===== src/hdl/two_queue_starvation_free_scheduler_top_assert.svh =====
// Assertion helpers shared by the scheduler RTL.
`ifndef TWO_QUEUE_STARVATION_FREE_SCHEDULER_TOP_ASSERT_SVH
`define TWO_QUEUE_STARVATION_FREE_SCHEDULER_TOP_ASSERT_SVH

// The consequent must hold in the same cycle as the antecedent.
`define TQS_ASSERT_SAME(label, clk, rst_n, ante, cons, msg) \
    label: assert property (@(posedge clk) disable iff (!(rst_n)) (ante) |-> (cons)) \
        else $error(msg);

// The consequent must hold in the cycle after the antecedent.
`define TQS_ASSERT_NEXT(label, clk, rst_n, ante, cons, msg) \
    label: assert property (@(posedge clk) disable iff (!(rst_n)) (ante) |=> (cons)) \
        else $error(msg);

`endif


===== src/hdl/tqs_pkg.sv =====
package tqs_pkg;

    localparam int ID_W         = 4;
    localparam int COUNT_W      = 6;
    localparam int PERIOD_W     = 8;
    localparam int TASKS_DEF    = 16;

    localparam logic [PERIOD_W-1:0] PERIOD_RESET = 8'd10;

    localparam logic CMD_PUSH = 1'b0;
    localparam logic CMD_POP  = 1'b1;

    typedef struct packed {
        logic            command;
        logic [ID_W-1:0] task_id;
        logic            task_finished;
        logic            task_waiting;
    } t_in_item;

    typedef struct packed {
        logic               pop_valid;
        logic [ID_W-1:0]    pop_task_id;
        logic               from_waiting;
        logic               push_overflow;
        logic               all_idle;
        logic [COUNT_W-1:0] task_count;
    } t_out_item;

endpackage


===== src/hdl/tqs_ram.sv =====
module tqs_ram #(
    parameter int WIDTH = 4,
    parameter int DEPTH = 16
) (
    input  logic                     i_clk,
    input  logic                     i_we,
    input  logic [$clog2(DEPTH)-1:0] i_waddr,
    input  logic [WIDTH-1:0]         i_wdata,
    input  logic                     i_re,
    input  logic [$clog2(DEPTH)-1:0] i_raddr,
    output logic [WIDTH-1:0]         o_rdata
);

    logic [WIDTH-1:0] r_mem [DEPTH];
    logic [WIDTH-1:0] r_rdata;

    always_ff @(posedge i_clk) begin
        if (i_we) begin
            r_mem[i_waddr] <= i_wdata;
        end
        if (i_re) begin
            r_rdata <= r_mem[i_raddr];
        end
    end

    assign o_rdata = r_rdata;

endmodule


===== src/hdl/two_queue_starvation_free_scheduler_top.sv =====
// Three-stage pipeline: input register, queue update with FIFO RAM read, result register.
// An accepted transaction moves from the input register to stage 2 and then to the result register.
// Throughput is one transaction per cycle; a stalled result holds the whole pipeline.
// Reset (synchronous, active low) empties both queues, clears all handed-out marks,
// zeroes the phase counter and loads the waiting period with its default of 10.
`include "two_queue_starvation_free_scheduler_top_assert.svh"

module two_queue_starvation_free_scheduler_top #(
    parameter int TASKS = tqs_pkg::TASKS_DEF
) (
    input  logic                            i_clk,
    input  logic                            i_rst_n,
    input  logic                            i_in_valid,
    output logic                            o_in_stall,
    input  tqs_pkg::t_in_item               i_in_item,
    output logic                            o_out_valid,
    input  logic                            i_out_stall,
    output tqs_pkg::t_out_item              o_out_item,
    input  logic                            i_cfg_wr_en,
    input  logic [tqs_pkg::PERIOD_W-1:0]    i_cfg_wr_data
);

    localparam int AW   = $clog2(TASKS);
    localparam int FW   = $clog2(TASKS + 1);
    localparam int SW   = $clog2(2 * TASKS + 1);
    localparam int TW   = $clog2(3 * TASKS + 1);
    localparam int IDW  = tqs_pkg::ID_W;
    localparam int PW   = tqs_pkg::PERIOD_W;

    // Pipeline enable: everything moves unless the result is held by the consumer.
    logic en;

    // Stage 1: input register.
    logic              r_s1_vld;
    tqs_pkg::t_in_item r_s1;

    // Queue state.
    logic [AW-1:0] r_ready_head,   n_ready_head;
    logic [FW-1:0] r_ready_fill,   n_ready_fill;
    logic [AW-1:0] r_waiting_head, n_waiting_head;
    logic [FW-1:0] r_waiting_fill, n_waiting_fill;
    logic [PW-1:0] r_phase,        n_phase;
    logic [PW-1:0] r_period;

    // Stage 2: decision made, FIFO read data arriving from the RAM.
    logic           r_s2_vld;
    logic           r_s2_pop,    n_s2_pop;
    logic           r_s2_from_w, n_s2_from_w;
    logic           r_s2_ovf,    n_s2_ovf;
    logic           r_s2_clr,    n_s2_clr;
    logic [IDW-1:0] r_s2_id;
    logic [SW-1:0]  r_s2_fill_sum;

    // Handed-out marks and their running count.
    logic [TASKS-1:0] r_marks,    n_marks;
    logic [FW-1:0]    r_mark_cnt, n_mark_cnt;

    // Stage 3: result register.
    logic               r_s3_vld;
    tqs_pkg::t_out_item r_s3, n_s3;

    // RAM ports.
    logic           ready_we, ready_re, waiting_we, waiting_re;
    logic [AW-1:0]  ready_waddr, waiting_waddr;
    logic [IDW-1:0] ready_rdata, waiting_rdata;
    logic [AW:0]    ready_tail_sum, waiting_tail_sum;
    logic [PW:0]    phase_inc;
    logic           id_ok;
    logic [IDW-1:0] got;
    logic [TW-1:0]  total;

    assign en          = !(r_s3_vld && i_out_stall);
    assign o_in_stall  = !en;
    assign o_out_valid = r_s3_vld;
    assign o_out_item  = r_s3;

    // Tail address is head plus fill, wrapped once at the queue depth.
    assign ready_tail_sum   = (AW+1)'(r_ready_head) + (AW+1)'(r_ready_fill);
    assign waiting_tail_sum = (AW+1)'(r_waiting_head) + (AW+1)'(r_waiting_fill);
    assign ready_waddr      = (ready_tail_sum >= (AW+1)'(TASKS))
                            ? AW'(ready_tail_sum - (AW+1)'(TASKS)) : AW'(ready_tail_sum);
    assign waiting_waddr    = (waiting_tail_sum >= (AW+1)'(TASKS))
                            ? AW'(waiting_tail_sum - (AW+1)'(TASKS)) : AW'(waiting_tail_sum);

    assign phase_inc = {1'b0, r_phase} + (PW+1)'(1);
    assign id_ok     = int'(r_s1.task_id) < TASKS;

    always_comb begin
        n_ready_head   = r_ready_head;
        n_ready_fill   = r_ready_fill;
        n_waiting_head = r_waiting_head;
        n_waiting_fill = r_waiting_fill;
        n_phase        = r_phase;
        n_s2_pop       = 1'b0;
        n_s2_from_w    = 1'b0;
        n_s2_ovf       = 1'b0;
        n_s2_clr       = 1'b0;
        ready_we       = 1'b0;
        ready_re       = 1'b0;
        waiting_we     = 1'b0;
        waiting_re     = 1'b0;
        if (r_s1_vld) begin
            if (r_s1.command == tqs_pkg::CMD_PUSH) begin
                if (id_ok) begin
                    n_s2_clr = 1'b1;
                    if (!r_s1.task_finished) begin
                        if (r_s1.task_waiting) begin
                            if (r_waiting_fill == FW'(TASKS)) begin
                                n_s2_ovf = 1'b1;
                            end else begin
                                waiting_we     = en;
                                n_waiting_fill = r_waiting_fill + FW'(1);
                            end
                        end else begin
                            if (r_ready_fill == FW'(TASKS)) begin
                                n_s2_ovf = 1'b1;
                            end else begin
                                ready_we     = en;
                                n_ready_fill = r_ready_fill + FW'(1);
                            end
                        end
                    end
                end
            end else if (r_ready_fill != '0 || r_waiting_fill != '0) begin
                n_s2_pop = 1'b1;
                // A period of zero wraps exactly like a period of one.
                n_phase  = (phase_inc >= {1'b0, r_period}) ? '0 : PW'(phase_inc);
                if ((n_phase == '0 && r_waiting_fill != '0) || r_ready_fill == '0) begin
                    n_s2_from_w    = 1'b1;
                    waiting_re     = en;
                    n_waiting_fill = r_waiting_fill - FW'(1);
                    n_waiting_head = (r_waiting_head == AW'(TASKS - 1))
                                   ? '0 : r_waiting_head + AW'(1);
                end else begin
                    ready_re     = en;
                    n_ready_fill = r_ready_fill - FW'(1);
                    n_ready_head = (r_ready_head == AW'(TASKS - 1))
                                 ? '0 : r_ready_head + AW'(1);
                end
            end
        end
    end

    tqs_ram #(
        .WIDTH (IDW),
        .DEPTH (TASKS)
    ) u_ready_ram (
        .i_clk   (i_clk),
        .i_we    (ready_we),
        .i_waddr (ready_waddr),
        .i_wdata (r_s1.task_id),
        .i_re    (ready_re),
        .i_raddr (r_ready_head),
        .o_rdata (ready_rdata)
    );

    tqs_ram #(
        .WIDTH (IDW),
        .DEPTH (TASKS)
    ) u_waiting_ram (
        .i_clk   (i_clk),
        .i_we    (waiting_we),
        .i_waddr (waiting_waddr),
        .i_wdata (r_s1.task_id),
        .i_re    (waiting_re),
        .i_raddr (r_waiting_head),
        .o_rdata (waiting_rdata)
    );

    // Marks are updated in stage 2, in transaction order, once the popped id is known.
    assign got = r_s2_from_w ? waiting_rdata : ready_rdata;

    always_comb begin
        n_marks    = r_marks;
        n_mark_cnt = r_mark_cnt;
        if (r_s2_vld) begin
            if (r_s2_clr && r_marks[AW'(r_s2_id)]) begin
                n_marks[AW'(r_s2_id)] = 1'b0;
                n_mark_cnt            = r_mark_cnt - FW'(1);
            end
            if (r_s2_pop && int'(got) < TASKS && !r_marks[AW'(got)]) begin
                n_marks[AW'(got)] = 1'b1;
                n_mark_cnt        = r_mark_cnt + FW'(1);
            end
        end
    end

    assign total = TW'(r_s2_fill_sum) + TW'(n_mark_cnt);

    always_comb begin
        n_s3.pop_valid     = r_s2_pop;
        n_s3.pop_task_id   = r_s2_pop ? got : '0;
        n_s3.from_waiting  = r_s2_pop && r_s2_from_w;
        n_s3.push_overflow = r_s2_ovf;
        n_s3.all_idle      = (total == '0);
        n_s3.task_count    = tqs_pkg::COUNT_W'(total);
    end

    always_ff @(posedge i_clk) begin
        if (!i_rst_n) begin
            r_s1_vld       <= 1'b0;
            r_s2_vld       <= 1'b0;
            r_s3_vld       <= 1'b0;
            r_ready_head   <= '0;
            r_ready_fill   <= '0;
            r_waiting_head <= '0;
            r_waiting_fill <= '0;
            r_phase        <= '0;
            r_period       <= tqs_pkg::PERIOD_RESET;
            r_marks        <= '0;
            r_mark_cnt     <= '0;
        end else begin
            if (i_cfg_wr_en) begin
                r_period <= i_cfg_wr_data;
            end
            if (en) begin
                r_s1_vld       <= i_in_valid;
                r_s2_vld       <= r_s1_vld;
                r_s3_vld       <= r_s2_vld;
                r_ready_head   <= n_ready_head;
                r_ready_fill   <= n_ready_fill;
                r_waiting_head <= n_waiting_head;
                r_waiting_fill <= n_waiting_fill;
                r_phase        <= n_phase;
                r_marks        <= n_marks;
                r_mark_cnt     <= n_mark_cnt;
            end
        end
    end

    always_ff @(posedge i_clk) begin
        if (en) begin
            r_s1          <= i_in_item;
            r_s2_pop      <= n_s2_pop;
            r_s2_from_w   <= n_s2_from_w;
            r_s2_ovf      <= n_s2_ovf;
            r_s2_clr      <= n_s2_clr;
            r_s2_id       <= r_s1.task_id;
            r_s2_fill_sum <= SW'(n_ready_fill) + SW'(n_waiting_fill);
            r_s3          <= n_s3;
        end
    end

    `TQS_ASSERT_SAME(a_fill_bound, i_clk, i_rst_n, 1'b1, (int'(r_ready_fill) <= TASKS && int'(r_waiting_fill) <= TASKS), "queue fill exceeds depth")
    `TQS_ASSERT_SAME(a_mark_count, i_clk, i_rst_n, 1'b1, (int'(r_mark_cnt) == $countones(r_marks)), "mark count out of step with marks")
    `TQS_ASSERT_NEXT(a_pop_served, i_clk, i_rst_n, (en && r_s1_vld && r_s1.command == tqs_pkg::CMD_POP && (r_ready_fill != '0 || r_waiting_fill != '0)), (r_s2_vld && r_s2_pop), "pop on a non-empty queue served nothing")

endmodule

===== config.mk =====
export PLATFORM = sky130hd
export DESIGN_NAME = two_queue_starvation_free_scheduler_top
export DESIGN_NICKNAME = d
export VERILOG_FILES = /design/src/hdl/tqs_pkg.sv /design/src/hdl/tqs_ram.sv /design/src/hdl/two_queue_starvation_free_scheduler_top.sv
export VERILOG_INCLUDE_DIRS = /design/src /design/src/hdl
export SDC_FILE = /design/constraint.sdc
export NUM_CORES = 1
export LEC_CHECK = 0
export ABC_AREA = 1
export BUFFER_PORTS_ARGS = -buffer_cell sky130_fd_sc_hd__buf_2
export CORE_MARGIN = 5
export CORE_UTILIZATION = 40
export CTS_CLUSTER_SIZE = 28
export DETAILED_ROUTE_END_ITERATION = 8
export HOLD_SLACK_MARGIN = 0.06
export PLACE_DENSITY_LB_ADDON = 0.25
export SYNTH_ARGS = -nofsm -noshare
export SYNTH_HDL_FRONTEND = slang
export SYNTH_SLANG_ARGS = --single-unit

===== constraint.sdc =====
create_clock -name i_clk -period 3.5 [get_ports i_clk]
set_clock_uncertainty 0.15 [all_clocks]
set_input_delay 0.7 -clock i_clk [delete_from_list [all_inputs] [get_ports i_clk]]
set_output_delay 0.7 -clock i_clk [all_outputs]
set_load 0.005 [all_outputs]

==> results of run 1 <==
==> critical path, delay by kind of cell (launching register included) <==
kind                     cells  cell delay, ns
AND/OR/NAND/NOR             19            1.41
adder cells (fa/ha/maj)      2            0.55
AO/OA/AOI/OAI                3            0.50
buffers and inverters        4            0.41
flip-flops                   1            0.36
XOR/XNOR                     1            0.15
==> cell usage after synthesis, types with 2 or more instances <==
| library cell | count |
|---|---|
| edfxtp_1 | 171 |
| nor2_1 | 154 |
| o221ai_1 | 20 |
| nor2_2 | 4 |
| ha_1 | 33 |
| nor3_1 | 5 |
| nand2_1 | 177 |
| a21oi_1 | 66 |
| o211ai_1 | 7 |
| or2_2 | 2 |
| inv_2 | 7 |
| a21o_1 | 3 |
| o32ai_1 | 19 |
| nor4_1 | 3 |
| xnor2_1 | 8 |
| a22oi_1 | 9 |
| o31ai_1 | 4 |
| clkbuf_1 | 32 |
| mux2i_1 | 13 |
| inv_1 | 119 |
| fa_1 | 4 |
| o21ai_1 | 8 |
| o21ai_0 | 74 |
| nand2_2 | 4 |
| xor2_1 | 21 |
| o21ai_2 | 5 |
| dfxtp_1 | 58 |
| nor3_4 | 2 |
| nand3_1 | 84 |
| clkinv_1 | 5 |
==> through the flow <==
step	power, mW	util [%]	area [sq um]
2_1_floorplan	3.711	-	11070
3_3_place_gp	4.031	44.70	12110
3_5_place_dp	4.044	44.70	12110
4_1_cts	6.642	48.54	13150
5_1_grt	7.002	49.79	13490
6_report	6.692	49.79	13490
==> layout make-up <==
| cell class | instances | area, sq um |
|---|---|---|
| clock inverter | 6 | 57.56 |
| sequential | 229 | 6305 |
| tap | 372 | 465.4 |
| fill | 2468 | 13610 |
| timing repair buffer | 135 | 937.1 |
| inverter | 131 | 496.7 |
| clock buffer | 39 | 718.2 |
| multi-input combinational | 743 | 4513 |
==> power by group through the flow <==
stage,Clock [mW],Sequential [mW],Combinational [mW]
6_report,2.51,3.12,1.06
5_1_grt,2.69,3.13,1.18
4_1_cts,2.57,3.12,0.952
3_5_place_dp,0,3.17,0.872
3_3_place_gp,0,3.17,0.862
2_1_floorplan,0,3.18,0.532
==> metal layers <==
| layer | global-route usage (%) | part of all wire (%) |
|---|---|---|
| met1 | 21.75 | 45 |
| met2 | 27.09 | 48 |
| met3 | 2.270 | 4.1 |
| met4 | 5.003 | 2.8 |
| met5 | 0 | 0 |
==> repair_timing <==
item / 4_1_cts / 5_1_grt
setup endpoints to repair: 6 / 15
setup buffers: 19 / 11
pin swaps: 13 / 36
hold buffers: 0 / 0
resized for setup: 31 / 61
hold endpoints to repair: 0 / 0
==> cell families after synthesis <==
family / count (synthesis) / share of synthesized area [%]
buf+inv: 165 / 5.690
flops: 229 / 57.04
fa+ha+maj: 37 / 4.466
mux: 13 / 1.179
xor+xnor: 29 / 2.301
compound gates: 221 / 12.21
simple gates: 443 / 17.12
==> registers in the layout, summed over array words and instances, names as in the netlist, 5 cells and up <==
signal	flops
o_out_item	14
r_phase	8
u_waiting_ram.r_mem	64
u_ready_ram.r_mem	64
r_waiting_fill	5
r_s1	7
r_mark_cnt	5
r_marks	16
r_s2_fill_sum	6
r_period	8
r_ready_fill	5
==> worst max-delay path by stage <==
stage / from / end / slack, ns
after global routing: r_phase[1] / r_s2_fill_sum[5] / -0.50
after floorplan: r_phase[0] / r_s2_fill_sum[5] / -0.17
final: r_phase[1] / r_s2_fill_sum[5] / -0.28
after global placement: r_phase[0] / r_s2_fill_sum[5] / -0.33
after detailed placement: r_phase[0] / r_s2_fill_sum[5] / -0.37
after CTS: r_phase[1] / r_s2_fill_sum[5] / -0.24
==> key figures, run 1 <==
Clocking
  • H-tree Lvls: 1
  • TritonCTS Sinks: 229
  • Clock root buffer: clkbuf_16
  • CTS clk-pin slew, worst paths: 0.06 ns
  • TritonCTS Buffers: 25
  • CTS tree: yes
  • Clk_lat worst skew: 0.51 ns
  • Max Buffers Root-to-Sink: 3

STA
  • Final Hold Vio Count: 0
  • Setup WS post-layout: -0.2798 ns
  • Max Clk Rate: 264.6 MHz
  • Slew HR: 49.93%
  • Fin crit share: 108.0%
  • Slew Limit Fails: 0
  • Hold slack: 0.2114 ns
  • Min Clock Period, post-route: 3.780 ns
  • RSZ-0062 raised after global routing: true
  • Setup TNS: -1.230 ns
  • # setup viols final: 6
  • Slew @ Worst Pin: 0.7464 ns

Power and ir drop
  • Switching power: 1.712 mW
  • Clk network pwr share: 37.5%
  • Sw Ratio: 25.58%
  • Leak: 5.367 nW
  • Comb pwr share: 15.9%
  • Sequential share of power: 46.6%
  • Worst ir drop on vdd: 0.0003445 V
  • Power density cells: 496.0 nW/um^2
  • Int Pwr: 4.980 mW

Global route
  • Total global-route track usage: 16.13%
  • First-pass GRT wire length: 41410 microns
  • Vias in the first global route: 8122
  • Grt total ovfl: 0
  • Antenna violations before repair: 0
  • Pin count of the biggest net entering global routing: 52

Routing
  • Average wire per standard cell: 15.64 microns
  • First-pass DRT Iterations: 5
  • DRC Markers: 0
  • Post-route ant nets: 0
  • First DRT Iteration DRCs: 652
  • Vias per inst: 5.098
  • Routed WL: 25880 microns
  • Via count: 8438

Min path
  • Worst Hold End: r_s1[5]
  • HP Start: i_in_item[5]
  • Hold depth: 1
  • Hold WC Path Type: in -> reg

Yosys
  • Post-synth ARST share: 0%
  • Post-Synthesis Cells: 1137
  • Mapped Nets: 1194
  • Synth area leaders: edfxtp_1 47%, dfxtp_1 11%, nand2_1 6.0%
  • Post-synth cell types: 46
  • Syn Area/Cell: 9.708 sq um
  • Main flop type after synthesis: edfxtp_1
  • Post-synthesis sequential area ratio: 57.04%
  • Synthesis Warnings: 0
  • Post-synth top area share: 46.52%
  • Synth Cell Area: 11040 sq um
  • Post-synth EDFFs: 171
  • FF+latch count, synth: 229
  • Dominant cell type by area after synthesis: edfxtp_1

Setup path
  • CP max-delay cell: dfxtp_4
  • Req. time, crit path: 3.62 ns
  • Worst setup SP type: flop
  • FF-to-FF path depth: 29
  • Worst Setup Path Type: reg -> reg
  • R2r setup slk: -0.28 ns
  • Crit path max fanout: 8
  • Max stage delay on crit path: 0.36 ns
  • Reg2reg start: r_phase[1]
  • Critical Path AT: 3.90 ns
  • Worst reg2reg endpoint: r_s2_fill_sum[5]
  • Crit path capture type: flop

Run status
  • Status: complete, but fails checks
  • Failing checks: negative setup slack

Floorplan
  • Die ar.: 31020 sq um
  • Initial Utilization: 40.73%
  • Die Y-Extent: 176.1 microns
  • Die W: 176.1 microns
  • Rows: 60
  • Core Box Area: 27100 sq um
  • I/O pins: 36

Layout
  • Most frequent cells in the layout: 171 x edfxtp_1, 157 x nand2_1, 149 x nor2_1, 116 x inv_1, 97 x buf_4
  • Area delta synth->final: 22.24%
  • Non-Filler Instances: 1655
  • Layout cell share with drive strength beyond 1: 21.04%
  • Final Net Count: 1322
  • Commonest non-fill, non-tap cell in the layout: edfxtp_1
  • N_diodes: 0

Place
  • Final RePlAce weighted congestion: 0.8912
  • PortBufs: 35
  • Inst Count DP: 1582
  • Dpl hpwl: 17130 microns
  • Pre-CTS setup slack: -0.3706 ns

Run
  • Max-cap viol count: 0
Power figures use the tool's default switching activity.
==> run 2: changes to the inputs <==
--- a/config.mk
+++ b/config.mk
@@ -9,7 +9,7 @@
 export ABC_AREA = 1
 export BUFFER_PORTS_ARGS = -buffer_cell sky130_fd_sc_hd__buf_2
 export CORE_MARGIN = 5
-export CORE_UTILIZATION = 40
+export CORE_UTILIZATION = 56
 export CTS_CLUSTER_SIZE = 28
 export DETAILED_ROUTE_END_ITERATION = 8
 export HOLD_SLACK_MARGIN = 0.06
==> key figures, run 2 (synthesis results as in run 1) <==
Floorplan
  • Core Box Area: 19460 sq um
  • Die Y-Extent: 150.4 microns
  • Initial Utilization: 56.71%
  • Die W: 150.4 microns
  • Die ar.: 22620 sq um
  • Rows: 51
  • I/O pins: 36

Setup path
  • CP Buf/Inv Count: 3
  • Req. time, crit path: 3.63 ns
  • Critical Path AT: 3.96 ns
  • Max stage delay on crit path: 0.36 ns
  • CP max-delay cell: dfxtp_4
  • Worst Setup Path Type: reg -> reg
  • Crit path capture type: flop
  • Crit path max fanout: 7
  • Worst setup SP type: flop
  • Crit-path leading delay family: compound AO/OA/AOI/OAI gates
  • Reg2reg start: r_phase[0]
  • CP Launch Point: r_phase[0]

Global route
  • Grt total ovfl: 0
  • Total global-route track usage: 22.06%
  • Antenna violations before repair: 1
  • First-pass GRT wire length: 40160 microns
  • Pin count of the biggest net entering global routing: 52
  • Vias in the first global route: 8139

Routing
  • Via count: 8521
  • Vias per inst: 5.588
  • First-pass DRT Iterations: 5
  • Post-route ant nets: 0
  • DRC Markers: 0
  • Routed WL: 25010 microns
  • Average wire per standard cell: 16.40 microns
  • First DRT Iteration DRCs: 823

Clocking
  • Clock root buffer: clkbuf_16
  • CTS tree: yes
  • TritonCTS Buffers: 24
  • Max Buffers Root-to-Sink: 3
  • TritonCTS Sinks: 229
  • Clk_lat worst skew: 0.52 ns
  • H-tree Lvls: 1
  • Cts hold-fix bufs: 0
  • CTS clk-pin slew, worst paths: 0.06 ns

Min path
  • Hold WC Path Type: in -> reg
  • HP Start: i_in_item[5]

STA
  • RSZ-0062 raised after global routing: true
  • Min Clock Period, post-route: 3.834 ns
  • Hold slack: 0.2097 ns
  • Slew Limit Fails: 0
  • Setup TNS: -1.166 ns
  • # setup viols final: 5
  • Final Hold Vio Count: 0
  • Max Clk Rate: 260.8 MHz
  • Setup WS post-layout: -0.3345 ns
  • Fin crit share: 109.6%
  • Slew @ Worst Pin: 0.7173 ns
  • Slew HR: 51.89%

Place
  • PortBufs: 35
  • Placed Area: 11890 sq um
  • Pre-CTS setup slack: -0.4153 ns
  • Final RePlAce weighted congestion: 0.9004
  • Dpl hpwl: 16460 microns
  • Inst Count DP: 1463

Power and ir drop
  • Overall power after layout: 6.891 mW
  • Leak: 5.250 nW
  • Worst ir drop on vdd: 0.0003724 V
  • Power density cells: 519.3 nW/um^2

Layout
  • Area delta synth->final: 20.21%
  • Final Net Count: 1299
  • Finished Core Util: 68.18%
  • Final non-filler cell area: 13270 sq um
  • Commonest non-fill, non-tap cell in the layout: edfxtp_1
  • Non-Filler Instances: 1525
  • Most frequent cells in the layout: 171 x edfxtp_1, 158 x nand2_1, 151 x nor2_1, 113 x inv_1, 77 x nand3_1
  • Largest regs: u_ready_ram.r_mem: 64 flops, u_waiting_ram.r_mem: 64 flops, r_marks: 16 flops
  • Layout cell share with drive strength beyond 1: 20.00%
  • N_diodes: 0
  • Filler cell count: 1469

Run status
  • Failing checks: negative setup slack
  • Status: complete, but fails checks

Run
  • Max-cap viol count: 0
==> run 2: cell count changes in the layout (fill, tap and decap cells not counted), moves of 6 or more <==
cell / change
clkbuf_1: -7
nand3_1: +7
buf_4: -22
nand3_2: -6
==> run 2: cell type report <==
type | instances | area, sq um | share of cell area [%]
clock buffer | 31 | 666.9 | 5.026
clock inverter | 13 | 207.7 | 1.565
timing repair buffer | 113 | 772.0 | 5.818
inverter | 131 | 494.2 | 3.725
tap | 265 | 331.6 | 2.499
multi-input combinational | 743 | 4491 | 33.84
sequential | 229 | 6306 | 47.52
==> run 2: worst reg2reg max path, cell delays in order, from the launching register on <==
cell and delay, ns:
dfxtp_4 0.36, ha_4 0.17, nand3_2 0.07, xor2_1 0.17
inv_2 0.08, ha_4 0.24, nand2_2 0.06, inv_1 0.04
nand2_1 0.06, nand3_1 0.08, nand2_1 0.10, nand2_2 0.10
a21boi_2 0.20, o31ai_1 0.11, nand3_2 0.11, nand2_4 0.10
buf_6 0.14, o21ai_2 0.11, nand3_1 0.11, a22oi_2 0.18
ha_4 0.24, nand2_1 0.07, nor2_2 0.04, a211oi_2 0.25
o21bai_1 0.11, a21o_1 0.16
==> run 2: power by group <==
group / leakage (nW) / internal (mW) / switching, mW
Combinational: 2.74 / 0.419 / 0.589
Sequential: 2.09 / 3.05 / 0.0770
Clock: 0.419 / 1.72 / 1.04
Total: 5.25 / 5.19 / 1.70
==> run 2: path summary, 6_finish.rpt <==
kind                           end  slack, ns  cells after the start
setup / recovery  r_s2_fill_sum[5]      -0.33                     25
hold / removal             r_s1[5]       0.21                      1
setup reg to reg  r_s2_fill_sum[5]      -0.33                     25
hold reg to reg      o_out_item[7]       0.29                      0
==> run 2: metal layers <==
layer  GRT usage [%]  wire length [microns]
met5               0                      7
met4           6.542                    627
met3           3.191                   1553
met2           36.62                  12060
met1           30.34                  10750
==> run 2: what timing repair did <==
action,in CTS,in global routing
setup endpoints to repair,6,11
gates resized for setup,26,57
hold endpoints to repair,0,0
pin swaps,12,35
buffers inserted,6,13
